$ cat src/rtl/acs_pkg.sv
// Shared types, constants and helper functions for the chunk emit scheduler.
package acs_pkg;

    localparam int TAIL_SILENT_FRAMES = 4;
    localparam int SR_W               = $clog2(TAIL_SILENT_FRAMES + 1);
    localparam int ENERGY_W           = 24;
    localparam int RATIO_W            = 16;
    localparam int CHUNK_W            = 8;
    localparam int FRAME_IDX_W        = 3;
    localparam int CFG_IDX_W          = 3;
    localparam int CFG_DATA_W         = 24;
    localparam int PROD_W             = ENERGY_W + RATIO_W;

    localparam logic [FRAME_IDX_W-1:0] FRAME_REF_LAST = 3'd3;
    localparam logic [FRAME_IDX_W-1:0] FRAME_IDX_SAT  = 3'd4;

    typedef enum logic [CFG_IDX_W-1:0] {
        REG_MAX_CHUNK = 3'd0,
        REG_INIT_SIZE = 3'd1,
        REG_HOLD_SIZE = 3'd2,
        REG_FLUSH     = 3'd3,
        REG_FLOOR     = 3'd4,
        REG_RATIO     = 3'd5
    } reg_idx_t;

    typedef enum logic [1:0] {
        CAUSE_NONE    = 2'd0,
        CAUSE_FULL    = 2'd1,
        CAUSE_SILENCE = 2'd2,
        CAUSE_FINAL   = 2'd3
    } cause_t;

    typedef struct packed {
        logic [CHUNK_W-1:0]  max_chunk;
        logic [CHUNK_W-1:0]  init_size;
        logic [CHUNK_W-1:0]  hold_size;
        logic                quiet_flush;
        logic [ENERGY_W-1:0] silence_floor_energy;
        logic [RATIO_W-1:0]  ref_ratio;
    } cfg_t;

    typedef struct packed {
        logic                silent;
        logic [ENERGY_W-1:0] ref_energy;
    } det_t;

    typedef struct packed {
        logic               emit;
        logic [CHUNK_W-1:0] emit_frames;
        cause_t             emit_cause;
        logic               is_first_emit;
        logic               frame_silent;
        logic [CHUNK_W-1:0] chunk_size;
    } res_t;

    function automatic logic [CHUNK_W-1:0] eff_max(input cfg_t c);
        return (c.max_chunk == '0) ? CHUNK_W'(1) : c.max_chunk;
    endfunction

    function automatic logic [CHUNK_W-1:0] eff_first(input cfg_t c);
        logic [CHUNK_W-1:0] f;
        logic [CHUNK_W-1:0] m;
        f = (c.init_size == '0) ? CHUNK_W'(1) : c.init_size;
        m = eff_max(c);
        return (f < m) ? f : m;
    endfunction

    function automatic logic [CHUNK_W-1:0] eff_lead(input cfg_t c);
        logic [CHUNK_W-1:0] f;
        f = eff_first(c);
        return (c.hold_size < f) ? c.hold_size : f;
    endfunction

    function automatic logic [CHUNK_W-1:0] start_size(input cfg_t c);
        return (eff_lead(c) != '0) ? eff_lead(c) : eff_first(c);
    endfunction

endpackage

$ cat src/rtl/acs_if.sv
// Request channels: frame input and scheduling result output.
interface acs_frame_if
    import acs_pkg::*;
    ();
    logic                valid;
    logic                ready;
    logic [ENERGY_W-1:0] frame_energy;
    logic                end_of_speech;

    modport source (output valid, frame_energy, end_of_speech, input ready);
    modport sink   (input valid, frame_energy, end_of_speech, output ready);
endinterface

interface acs_result_if
    import acs_pkg::*;
    ();
    logic               valid;
    logic               ready;
    logic               emit;
    logic [CHUNK_W-1:0] emit_frames;
    logic [1:0]         emit_cause;
    logic               is_first_emit;
    logic               frame_silent;
    logic [CHUNK_W-1:0] chunk_size;

    modport source (output valid, emit, emit_frames, emit_cause, is_first_emit,
                    frame_silent, chunk_size, input ready);
    modport sink   (input valid, emit, emit_frames, emit_cause, is_first_emit,
                    frame_silent, chunk_size, output ready);
endinterface

$ cat src/rtl/acs_cfg.sv
// Configuration register file with write decode.
module acs_cfg
    import acs_pkg::*;
(
    input  logic                  clk,
    input  logic                  rst_n,
    input  logic                  cfg_we,
    input  logic [CFG_IDX_W-1:0]  cfg_index,
    input  logic [CFG_DATA_W-1:0] cfg_data,
    output cfg_t                  cfg,
    output cfg_t                  cfg_next,
    output logic                  cfg_hit
);

    cfg_t cfg_reg;

    always_comb
    begin
        cfg_next = cfg_reg;
        cfg_hit  = 1'b0;
        if (cfg_we)
        begin
            cfg_hit = 1'b1;
            case (cfg_index)
                REG_MAX_CHUNK: cfg_next.max_chunk            = cfg_data[CHUNK_W-1:0];
                REG_INIT_SIZE: cfg_next.init_size            = cfg_data[CHUNK_W-1:0];
                REG_HOLD_SIZE: cfg_next.hold_size            = cfg_data[CHUNK_W-1:0];
                REG_FLUSH:     cfg_next.quiet_flush          = cfg_data[0];
                REG_FLOOR:     cfg_next.silence_floor_energy = cfg_data[ENERGY_W-1:0];
                REG_RATIO:     cfg_next.ref_ratio            = cfg_data[RATIO_W-1:0];
                default:       cfg_hit = 1'b0;
            endcase
        end
    end

    always_ff @(posedge clk or negedge rst_n)
    begin
        if (!rst_n)
        begin
            cfg_reg.max_chunk            <= CHUNK_W'(32);
            cfg_reg.init_size            <= CHUNK_W'(3);
            cfg_reg.hold_size            <= '0;
            cfg_reg.quiet_flush          <= 1'b1;
            cfg_reg.silence_floor_energy <= ENERGY_W'(3136);
            cfg_reg.ref_ratio            <= RATIO_W'(655);
        end
        else
        begin
            cfg_reg <= cfg_next;
        end
    end

    assign cfg = cfg_reg;

endmodule

$ cat src/rtl/acs_detect.sv
// Silence classifier: reference energy tracking and threshold compare.
module acs_detect
    import acs_pkg::*;
(
    input  logic [ENERGY_W-1:0]    frame_energy,
    input  logic [FRAME_IDX_W-1:0] frame_index,
    input  logic [ENERGY_W-1:0]    ref_energy,
    input  cfg_t                   cfg,
    output det_t                   det
);

    logic [ENERGY_W-1:0] ref_new;
    logic [PROD_W-1:0]   floor_thr;
    logic [PROD_W-1:0]   prod;
    logic [PROD_W-1:0]   thr;
    logic                use_ref;

    always_comb
    begin
        ref_new = ref_energy;
        // frames one to three lower the reference to their energy when it is zero or larger
        if (frame_index != '0 && frame_index <= FRAME_REF_LAST &&
            (ref_energy == '0 || frame_energy < ref_energy))
        begin
            ref_new = frame_energy;
        end

        floor_thr = PROD_W'({cfg.silence_floor_energy, 8'h00});
        prod      = PROD_W'(cfg.ref_ratio) * PROD_W'(ref_new);
        use_ref   = (ref_new != '0) && (ref_new < cfg.silence_floor_energy);
        thr       = (use_ref && prod > floor_thr) ? prod : floor_thr;

        det.silent     = PROD_W'({frame_energy, 8'h00}) < thr;
        det.ref_energy = ref_new;
    end

endmodule

$ cat src/rtl/acs_core.sv
// Utterance state, pending counters, chunk sizing and emit decision.
module acs_core
    import acs_pkg::*;
(
    input  logic                clk,
    input  logic                rst_n,
    input  logic                fire,
    input  logic [ENERGY_W-1:0] frame_energy,
    input  logic                end_of_speech,
    input  cfg_t                cfg,
    input  cfg_t                cfg_next,
    input  logic                cfg_hit,
    output res_t                res
);

    logic [FRAME_IDX_W-1:0] frame_index_reg, frame_index_next;
    logic [ENERGY_W-1:0]    ref_energy_reg, ref_energy_next;
    logic [SR_W-1:0]        silent_run_reg, silent_run_next;
    logic [CHUNK_W-1:0]     pending_frames_reg, pending_frames_next;
    logic [CHUNK_W-1:0]     pending_sound_reg, pending_sound_next;
    logic [CHUNK_W-1:0]     pending_speech_reg, pending_speech_next;
    logic [CHUNK_W-1:0]     current_chunk_reg, current_chunk_next;
    logic                   speech_sent_reg, speech_sent_next;
    logic                   emitted_once_reg, emitted_once_next;

    det_t                   det;
    logic [CHUNK_W-1:0]     pf_inc, ps_inc, psp_inc;
    logic [CHUNK_W:0]       grow_a, grow_b, grow_n;
    logic [CHUNK_W-1:0]     max_eff;

    acs_detect u_detect (
        .frame_energy (frame_energy),
        .frame_index  (frame_index_reg),
        .ref_energy   (ref_energy_reg),
        .cfg          (cfg),
        .det          (det)
    );

    always_comb
    begin
        frame_index_next    = frame_index_reg;
        ref_energy_next     = ref_energy_reg;
        silent_run_next     = silent_run_reg;
        pending_frames_next = pending_frames_reg;
        pending_sound_next  = pending_sound_reg;
        pending_speech_next = pending_speech_reg;
        current_chunk_next  = current_chunk_reg;
        speech_sent_next    = speech_sent_reg;
        emitted_once_next   = emitted_once_reg;

        res.emit          = 1'b0;
        res.emit_frames   = '0;
        res.emit_cause    = CAUSE_NONE;
        res.is_first_emit = 1'b0;
        res.frame_silent  = det.silent;

        pf_inc  = (pending_frames_reg == '1) ? pending_frames_reg : pending_frames_reg + 1'b1;
        ps_inc  = (pending_sound_reg == '1) ? pending_sound_reg : pending_sound_reg + 1'b1;
        psp_inc = (pending_speech_reg == '1) ? pending_speech_reg : pending_speech_reg + 1'b1;

        max_eff = eff_max(cfg);
        grow_a  = {1'b0, current_chunk_reg} + 1'b1;
        grow_b  = {1'b0, current_chunk_reg} + {2'b00, current_chunk_reg[CHUNK_W-1:1]};
        grow_n  = (grow_a > grow_b) ? grow_a : grow_b;

        if (fire)
        begin
            ref_energy_next = det.ref_energy;
            if (frame_index_reg < FRAME_IDX_SAT)
                frame_index_next = frame_index_reg + 1'b1;

            if (det.silent)
            begin
                if (silent_run_reg < SR_W'(TAIL_SILENT_FRAMES))
                    silent_run_next = silent_run_reg + 1'b1;
            end
            else
            begin
                silent_run_next    = '0;
                pending_sound_next = ps_inc;
                // frame zero never counts as speech
                if (frame_index_reg != '0)
                    pending_speech_next = psp_inc;
            end
            pending_frames_next = pf_inc;

            if (end_of_speech)
            begin
                res.emit            = 1'b1;
                res.emit_frames     = pending_frames_next;
                res.emit_cause      = CAUSE_FINAL;
                res.is_first_emit   = !emitted_once_reg;
                frame_index_next    = '0;
                ref_energy_next     = '0;
                silent_run_next     = '0;
                pending_frames_next = '0;
                pending_sound_next  = '0;
                pending_speech_next = '0;
                current_chunk_next  = start_size(cfg);
                speech_sent_next    = 1'b0;
                emitted_once_next   = 1'b0;
            end
            else if (pending_frames_next >= current_chunk_reg)
            begin
                res.emit          = 1'b1;
                res.emit_frames   = pending_frames_next;
                res.emit_cause    = CAUSE_FULL;
                res.is_first_emit = !emitted_once_reg;
                emitted_once_next = 1'b1;
                // lead hold: keep the size until a chunk has carried speech
                if (eff_lead(cfg) != '0 && !speech_sent_reg)
                begin
                    if (pending_speech_next != '0)
                    begin
                        speech_sent_next   = 1'b1;
                        current_chunk_next = eff_first(cfg);
                    end
                end
                else
                begin
                    current_chunk_next = (grow_n < {1'b0, max_eff}) ?
                                         grow_n[CHUNK_W-1:0] : max_eff;
                end
                pending_frames_next = '0;
                pending_sound_next  = '0;
                pending_speech_next = '0;
            end
            else if (cfg.quiet_flush &&
                     silent_run_next >= SR_W'(TAIL_SILENT_FRAMES) &&
                     pending_sound_next != '0)
            begin
                res.emit            = 1'b1;
                res.emit_frames     = pending_frames_next;
                res.emit_cause      = CAUSE_SILENCE;
                res.is_first_emit   = !emitted_once_reg;
                emitted_once_next   = 1'b1;
                pending_frames_next = '0;
                pending_sound_next  = '0;
                pending_speech_next = '0;
            end
        end
        else if (cfg_hit && frame_index_reg == '0 && pending_frames_reg == '0)
        begin
            // reload the start size before the utterance's first frame
            current_chunk_next = start_size(cfg_next);
        end

        res.chunk_size = current_chunk_next;
    end

    always_ff @(posedge clk or negedge rst_n)
    begin
        if (!rst_n)
        begin
            frame_index_reg    <= '0;
            ref_energy_reg     <= '0;
            silent_run_reg     <= '0;
            pending_frames_reg <= '0;
            pending_sound_reg  <= '0;
            pending_speech_reg <= '0;
            current_chunk_reg  <= CHUNK_W'(3);
            speech_sent_reg    <= 1'b0;
            emitted_once_reg   <= 1'b0;
        end
        else
        begin
            frame_index_reg    <= frame_index_next;
            ref_energy_reg     <= ref_energy_next;
            silent_run_reg     <= silent_run_next;
            pending_frames_reg <= pending_frames_next;
            pending_sound_reg  <= pending_sound_next;
            pending_speech_reg <= pending_speech_next;
            current_chunk_reg  <= current_chunk_next;
            speech_sent_reg    <= speech_sent_next;
            emitted_once_reg   <= emitted_once_next;
        end
    end

endmodule

$ cat src/rtl/audio_chunk_emit_scheduler.sv
// Chunk emit scheduler for a streamed speech generator.
//
// Usage: each request on frame_in carries one generated frame's squared energy
// (unsigned Q16.8) and an end-of-speech flag. Each frame yields exactly one
// request on result_out: whether pending frames are released now, how many,
// why, whether it is the utterance's first release, whether the frame was
// classified silent, and the chunk size in force afterwards.
// Configuration is a plain write port (cfg_we, cfg_index, cfg_data); write it
// only while no frame is in flight. Indexes beyond the register list are ignored.
// Pipeline: an accepted frame sits in the input register and its result is
// registered in the output register, from which result_out presents it.
// Throughput: one frame per cycle while result_out.ready stays high; the state
// update between the two registers is combinational.
// Reset: all counters clear, the utterance restarts, registers take their
// defaults and both channels come up empty.
// Stall: a valid result holds in the result register while result_out.ready is low; the input
// register still takes one more frame, after which frame_in.ready drops.
module audio_chunk_emit_scheduler
    import acs_pkg::*;
(
    input  logic                  clk,
    input  logic                  rst_n,
    input  logic                  cfg_we,
    input  logic [CFG_IDX_W-1:0]  cfg_index,
    input  logic [CFG_DATA_W-1:0] cfg_data,
    acs_frame_if.sink             frame_in,
    acs_result_if.source          result_out
);

    cfg_t                cfg;
    cfg_t                cfg_next;
    logic                cfg_hit;
    res_t                res;

    logic                in_valid_reg;
    logic [ENERGY_W-1:0] in_energy_reg;
    logic                in_eos_reg;
    logic                out_valid_reg;
    res_t                out_reg;
    logic                advance;

    acs_cfg u_cfg (
        .clk       (clk),
        .rst_n     (rst_n),
        .cfg_we    (cfg_we),
        .cfg_index (cfg_index),
        .cfg_data  (cfg_data),
        .cfg       (cfg),
        .cfg_next  (cfg_next),
        .cfg_hit   (cfg_hit)
    );

    acs_core u_core (
        .clk           (clk),
        .rst_n         (rst_n),
        .fire          (advance),
        .frame_energy  (in_energy_reg),
        .end_of_speech (in_eos_reg),
        .cfg           (cfg),
        .cfg_next      (cfg_next),
        .cfg_hit       (cfg_hit),
        .res           (res)
    );

    assign advance        = in_valid_reg && (!out_valid_reg || result_out.ready);
    assign frame_in.ready = !in_valid_reg || advance;

    always_ff @(posedge clk or negedge rst_n)
    begin
        if (!rst_n)
        begin
            in_valid_reg  <= 1'b0;
            out_valid_reg <= 1'b0;
        end
        else
        begin
            if (frame_in.ready)
                in_valid_reg <= frame_in.valid;
            if (advance)
                out_valid_reg <= 1'b1;
            else if (result_out.ready)
                out_valid_reg <= 1'b0;
        end
    end

    always_ff @(posedge clk)
    begin
        if (frame_in.ready && frame_in.valid)
        begin
            in_energy_reg <= frame_in.frame_energy;
            in_eos_reg    <= frame_in.end_of_speech;
        end
        if (advance)
            out_reg <= res;
    end

    assign result_out.valid         = out_valid_reg;
    assign result_out.emit          = out_reg.emit;
    assign result_out.emit_frames   = out_reg.emit_frames;
    assign result_out.emit_cause    = out_reg.emit_cause;
    assign result_out.is_first_emit = out_reg.is_first_emit;
    assign result_out.frame_silent  = out_reg.frame_silent;
    assign result_out.chunk_size    = out_reg.chunk_size;

    a_quiet_result: assert property (@(posedge clk) disable iff (!rst_n)
        out_valid_reg && !out_reg.emit |->
            out_reg.emit_frames == '0 && out_reg.emit_cause == CAUSE_NONE &&
            !out_reg.is_first_emit)
        else $error("result without release carries release fields");

    a_emit_cause: assert property (@(posedge clk) disable iff (!rst_n)
        out_valid_reg && out_reg.emit |->
            out_reg.emit_cause != CAUSE_NONE && out_reg.emit_frames != '0)
        else $error("release without cause or frames");

    a_chunk_nonzero: assert property (@(posedge clk) disable iff (!rst_n)
        out_valid_reg |-> out_reg.chunk_size != '0)
        else $error("chunk size of zero");

    a_hold_stalled: assert property (@(posedge clk) disable iff (!rst_n)
        in_valid_reg && !advance |=> in_valid_reg && $stable(in_energy_reg))
        else $error("stalled frame dropped from input register");

endmodule
$ cat src/flat_wrapper.sv
// flat-port wrapper written by rule: the top's interface ports become plain ports
module audio_chunk_emit_scheduler_flat import acs_pkg::*;
  (clk, rst_n, cfg_we, cfg_index, cfg_data, frame_in_valid, frame_in_frame_energy, frame_in_end_of_speech, frame_in_ready, result_out_valid, result_out_emit, result_out_emit_frames, result_out_emit_cause, result_out_is_first_emit, result_out_frame_silent, result_out_chunk_size, result_out_ready);
  acs_frame_if frame_in_i ();
  acs_result_if result_out_i ();
  input  logic clk;
  input  logic rst_n;
  input  logic cfg_we;
  input  logic [CFG_IDX_W-1:0] cfg_index;
  input  logic [CFG_DATA_W-1:0] cfg_data;
  input wire logic [$bits(frame_in_i.valid)-1:0] frame_in_valid;
  input wire logic [$bits(frame_in_i.frame_energy)-1:0] frame_in_frame_energy;
  input wire logic [$bits(frame_in_i.end_of_speech)-1:0] frame_in_end_of_speech;
  output wire logic [$bits(frame_in_i.ready)-1:0] frame_in_ready;
  output wire logic [$bits(result_out_i.valid)-1:0] result_out_valid;
  output wire logic [$bits(result_out_i.emit)-1:0] result_out_emit;
  output wire logic [$bits(result_out_i.emit_frames)-1:0] result_out_emit_frames;
  output wire logic [$bits(result_out_i.emit_cause)-1:0] result_out_emit_cause;
  output wire logic [$bits(result_out_i.is_first_emit)-1:0] result_out_is_first_emit;
  output wire logic [$bits(result_out_i.frame_silent)-1:0] result_out_frame_silent;
  output wire logic [$bits(result_out_i.chunk_size)-1:0] result_out_chunk_size;
  input wire logic [$bits(result_out_i.ready)-1:0] result_out_ready;
  assign frame_in_i.valid = frame_in_valid;
  assign frame_in_i.frame_energy = frame_in_frame_energy;
  assign frame_in_i.end_of_speech = frame_in_end_of_speech;
  assign frame_in_ready = frame_in_i.ready;
  assign result_out_valid = result_out_i.valid;
  assign result_out_emit = result_out_i.emit;
  assign result_out_emit_frames = result_out_i.emit_frames;
  assign result_out_emit_cause = result_out_i.emit_cause;
  assign result_out_is_first_emit = result_out_i.is_first_emit;
  assign result_out_frame_silent = result_out_i.frame_silent;
  assign result_out_chunk_size = result_out_i.chunk_size;
  assign result_out_i.ready = result_out_ready;
  audio_chunk_emit_scheduler u_core (.clk(clk), .rst_n(rst_n), .cfg_we(cfg_we), .cfg_index(cfg_index), .cfg_data(cfg_data), .frame_in(frame_in_i), .result_out(result_out_i));
endmodule
$ cat config.mk
export PLATFORM = sky130hd
export DESIGN_NAME = audio_chunk_emit_scheduler_flat
export DESIGN_NICKNAME = d
export VERILOG_FILES = /design/src/rtl/acs_pkg.sv /design/src/rtl/acs_if.sv /design/src/rtl/acs_cfg.sv /design/src/rtl/acs_detect.sv /design/src/rtl/acs_core.sv /design/src/rtl/audio_chunk_emit_scheduler.sv /design/src/flat_wrapper.sv
export SDC_FILE = /design/constraint.sdc
export NUM_CORES = 2
export LEC_CHECK = 0
export BUFFER_PORTS_ARGS = -buffer_cell sky130_fd_sc_hd__buf_2
export CAP_MARGIN = 15
export CORE_ASPECT_RATIO = 1.25
export CORE_MARGIN = 2
export CORE_UTILIZATION = 30
export CTS_CLUSTER_SIZE = 25
export DETAILED_ROUTE_END_ITERATION = 7
export GPL_TIMING_DRIVEN = 0
export PLACE_DENSITY = 0.51
export SLEW_MARGIN = 20
export SYNTH_ARGS = -nofsm -noshare
export SYNTH_HDL_FRONTEND = slang
export SYNTH_SLANG_ARGS = --single-unit
$ cat constraint.sdc
create_clock -name clk -period 38.2 [get_ports clk]
set_input_delay 7.64 -clock clk [delete_from_list [all_inputs] [get_ports clk]]
set_output_delay 7.64 -clock clk [all_outputs]
set_load 0.005 [all_outputs]
==> metrics.log <==
[metrics] Arrival @ worst endpoint: 17.57 ns
[metrics] max cap viols: 0
[metrics] number of warnings printed during yosys synthesis: 0
[metrics] total overflow reported by the global router: 0
[metrics] top achievable clock speed: roughly 57 MHz
[metrics] Yosys top cell by area: fa_1
[metrics] Num CTS Buffers: 17
[metrics] fraction of post-synthesis cell area in the top cell type by area: 24.2%
[metrics] sequential fraction of the synthesis area: a little under a fifth
[metrics] largest cells by area after synthesis: fa_1 (24%), ha_1 (14%), dfrtp_1 (11%), inv_1 (7.3%), nand2_1 (6.0%)
[metrics] post-synthesis share of cell area spent on xor and xnor gates: approximately 1.6%
[metrics] antenna violations before repair: 3
[metrics] Detail Route Antenna Nets: 0
[metrics] clock-pin slew on the worst setup and hold paths: 0.07 ns
[metrics] Setup violations, final: 0
[metrics] H-tree depth: 4
[metrics] Final Net Count: 3623
[metrics] sort of element at the start of the critical path: register
[metrics] Vert. Die Dim: between 300 and 400 µm
[metrics] TritonRoute pass-1 iters: 6
[metrics] total core area: between 0.08 and 0.09 mm²
[metrics] Filler cells: between 8000 and 9000
[metrics] clock tree from TritonCTS: done
[metrics] Starting Density: 30.2%
[metrics] synthesized area: around 0.025 mm²
[metrics] WP data required: about 38 ns
[metrics] Detailed Route WL: 87900 µm
[metrics] RSZ-0062 raised after global routing: no
[metrics] post-synthesis compound-gate area fraction: between 10% and 20%
[metrics] Max-Slew Margin vs Limit: approximately a fifth
[metrics] Post-CTS Hold Buffers: 0
[metrics] floorplan die width: roughly 260 µm
[metrics] fraction of synthesized area in multiplexers: around 3.3%
[metrics] Hold Path Class: reg2reg
[metrics] Core Rows: 119
[metrics] number of nets produced by synthesis: 3525
[metrics] post-synthesis average cell area: 8.79 µm²
[metrics] count of boundary I/O pins: 80
[metrics] most used standard cells in the synthesized netlist: inv_1 (491), nand2_1 (407), fa_1 (307)
[metrics] Max FO, Critical Path: 10
[metrics] total negative setup slack: 0 ns
[metrics] post-CTS sizing: 0
[metrics] Worst Reg2Reg Path Length in Cells: 57
[metrics] Total Die Area: just under 0.09 mm²
[metrics] detailed-route via count: ~21000
[metrics] number of design rule violations left after detail routing: 0
[metrics] number of max-slew violations in the final report: 0
[metrics] antenna diode count: 0
[metrics] synth-to-layout area growth: 9.80%
[metrics] crit share post-route: a little under half
[metrics] Setup Skew: 0.0150 ns
[metrics] share of synthesized registers carrying an async set or reset: 74.0%
[metrics] maximum number of pins on one net before global-route repair: 68
[metrics] CTS Root Cell: clkbuf_16
[metrics] hold violation count in the final report: 0
[metrics] status: complete, no violations
[metrics] DRT iter0 DRCs: 1381
[metrics] synthesized-area fraction occupied by and/or/nand/nor cells: 16.5%
[metrics] critical-path cell with the highest stage delay: clkbuf_1
[metrics] Clock Sink Count: 177
[metrics] number of distinct library cell variants in the gate-level netlist after synthesis: 82
[metrics] measured slew at the worst slew-check pin: ~1.2 ns
[metrics] Longest Clk Path Bufs: 2
[metrics] total global routing track utilization: about a fifth
[metrics] register bit count reported by yosys: 177
[metrics] Via density: slightly above 5
[metrics] fraction of final layout cells with drive strength greater than 1: around 7.3%
[metrics] cell repeated most along the worst path: fa_1
[metrics] synthesized instance count: around 2900
[metrics] final weighted congestion in routability-driven placement: between 0.9 and 1
[metrics] most frequent cell after synthesis: inv_1
[metrics] postcts setup bufs: 0
[metrics] number of enable-type register cells in the synthesized netlist: 46
[metrics] Most used DFF post-synth: dfrtp_1
[metrics] vias in the first global route: 22064
[metrics] sequential cell area: about 0.0047 mm²
[metrics] delay contributed by the slowest stage of the critical path: about 0.7 ns
[metrics] wire length of the first global-routing pass: between 100000 and 150000 µm
[metrics] Min Clock Period, post-route: approximately 17 ns
[metrics] Synth Area in Adders: a little under two fifths
[metrics] endpoint kind of the worst setup timing path: register
[metrics] HPWL after detailed placement: between 70000 and 80000 µm
[metrics] critical path class: reg2reg
[metrics] Min-Delay Path Depth: 2
[metrics] clock latency reported for the late side of the worst-skew pair: roughly 0.48 ns
[metrics] routed len/inst: approximately 22 µm
[metrics] Largest register FFs: 65
[metrics] largest family of logic cells by synthesized area: adder cells
[metrics] quantity of I/O buffers inserted on ports: slightly below 80
[metrics] combined area of the multi-input logic cells: between 0.015 and 0.02 mm²
[through the flow]
stage | utilization, % | setup slack (ns) | cell area [µm²] | instances | hold slack [ns]
floorplan | - | 22.75 | 25400 | 2885 | 0.457
global placement | 32.3 | 20.21 | 27100 | 4051 | 0.490
detailed placement | 32.4 | 20.51 | 27200 | 4053 | 0.482
CTS | 33.1 | 20.45 | 27800 | 4085 | 0.509
global route | 33.1 | 19.86 | 27800 | 4085 | 0.524
finish | 33.1 | 20.79 | 27800 | 4085 | 0.504
[area by class of cell]
class | instances | area share [%]
sequential | 177 | 16.8
clock inverter | 13 | 0.544
timing repair buffer | 79 | 1.59
multi-input combinational | 2092 | 66.2
buffer | 123 | 1.76
clock buffer | 19 | 1.59
tap | 1089 | 4.90
inverter | 493 | 6.66
[metal layers]
metal  global-route usage, %  wire (µm)  part of all wire (%)
met1                    25.1      35600                    41
met2                    37.5      45100                    51
met3                    2.00       3520                   4.0
met4                    8.52       3670                   4.2
met5                       0         17                 0.019
[worst paths after layout]
kind	from	to	slack, ns
worst max-delay path	u_core.in_energy_reg[21]$_DFFE_PP_	u_core.result_out.chunk_size[2]$_DFFE_PP_	20.79
worst min-delay path	u_core.u_core.emitted_once_reg$_DFFE_PN0P_	u_core.u_core.emitted_once_reg$_DFFE_PN0P_	0.50
worst max register to register	u_core.in_energy_reg[21]$_DFFE_PP_	u_core.result_out.chunk_size[2]$_DFFE_PP_	20.79
worst min register to register	u_core.u_core.emitted_once_reg$_DFFE_PN0P_	u_core.u_core.emitted_once_reg$_DFFE_PN0P_	0.50
max in group asynchronous	rst_n	u_core.u_core.pending_sound_reg[1]$_DFFE_PN0P_	30.23
min in group asynchronous	rst_n	u_core.u_core.current_chunk_reg[2]$_DFF_PN0_	7.10
[placed cells by master, fill, tap and decap left out, drive strengths merged, types with 9 or more instances in the layout]
cell and count:
a211oi 19, a21o 38, a21oi 131, a221oi 10, a31oi 14, and2 145
and3 14, buf 102, clkbuf 119, dfrtp 116, dfstp 15, edfxtp 46
fa 307, ha 276, inv 497, mux2 29, mux2i 51, nand2 407
nand2b 17, nand3 31, nand4 48, nor2 94, nor2b 9, nor3 18
nor4 32, o211ai 24, o21a 21, o21ai 157, o22ai 17, o31ai 15
xnor2 34, xor2 13
[logic make-up (layout without fill, tap and decap cells)]
group / count (synthesis) / in the layout
AOI/OAI and AO/OA: 520 / 520
and+or+nand+nor: 862 / 862
DFF: 177 / 177
muxes: 80 / 80
buffers and inverters: 616 / 727
xor gates and xnor gates: 47 / 47
adders and majority gates: 583 / 583
[worst max-delay path: cells and delay by family (launching register included)]
kind | cells | cell delay (ns)
AO/OA/AOI/OAI | 26 | 6.14
adder cells (fa/ha/maj) | 10 | 4.32
buffers and inverters | 10 | 3.36
AND/OR/NAND/NOR | 8 | 1.91
multiplexers | 2 | 0.63
flip-flops | 1 | 0.50
XOR/XNOR | 1 | 0.18
Power is not shown: default switching activity piles up to over one toggle a cycle in this logic, so the estimate is an artifact.
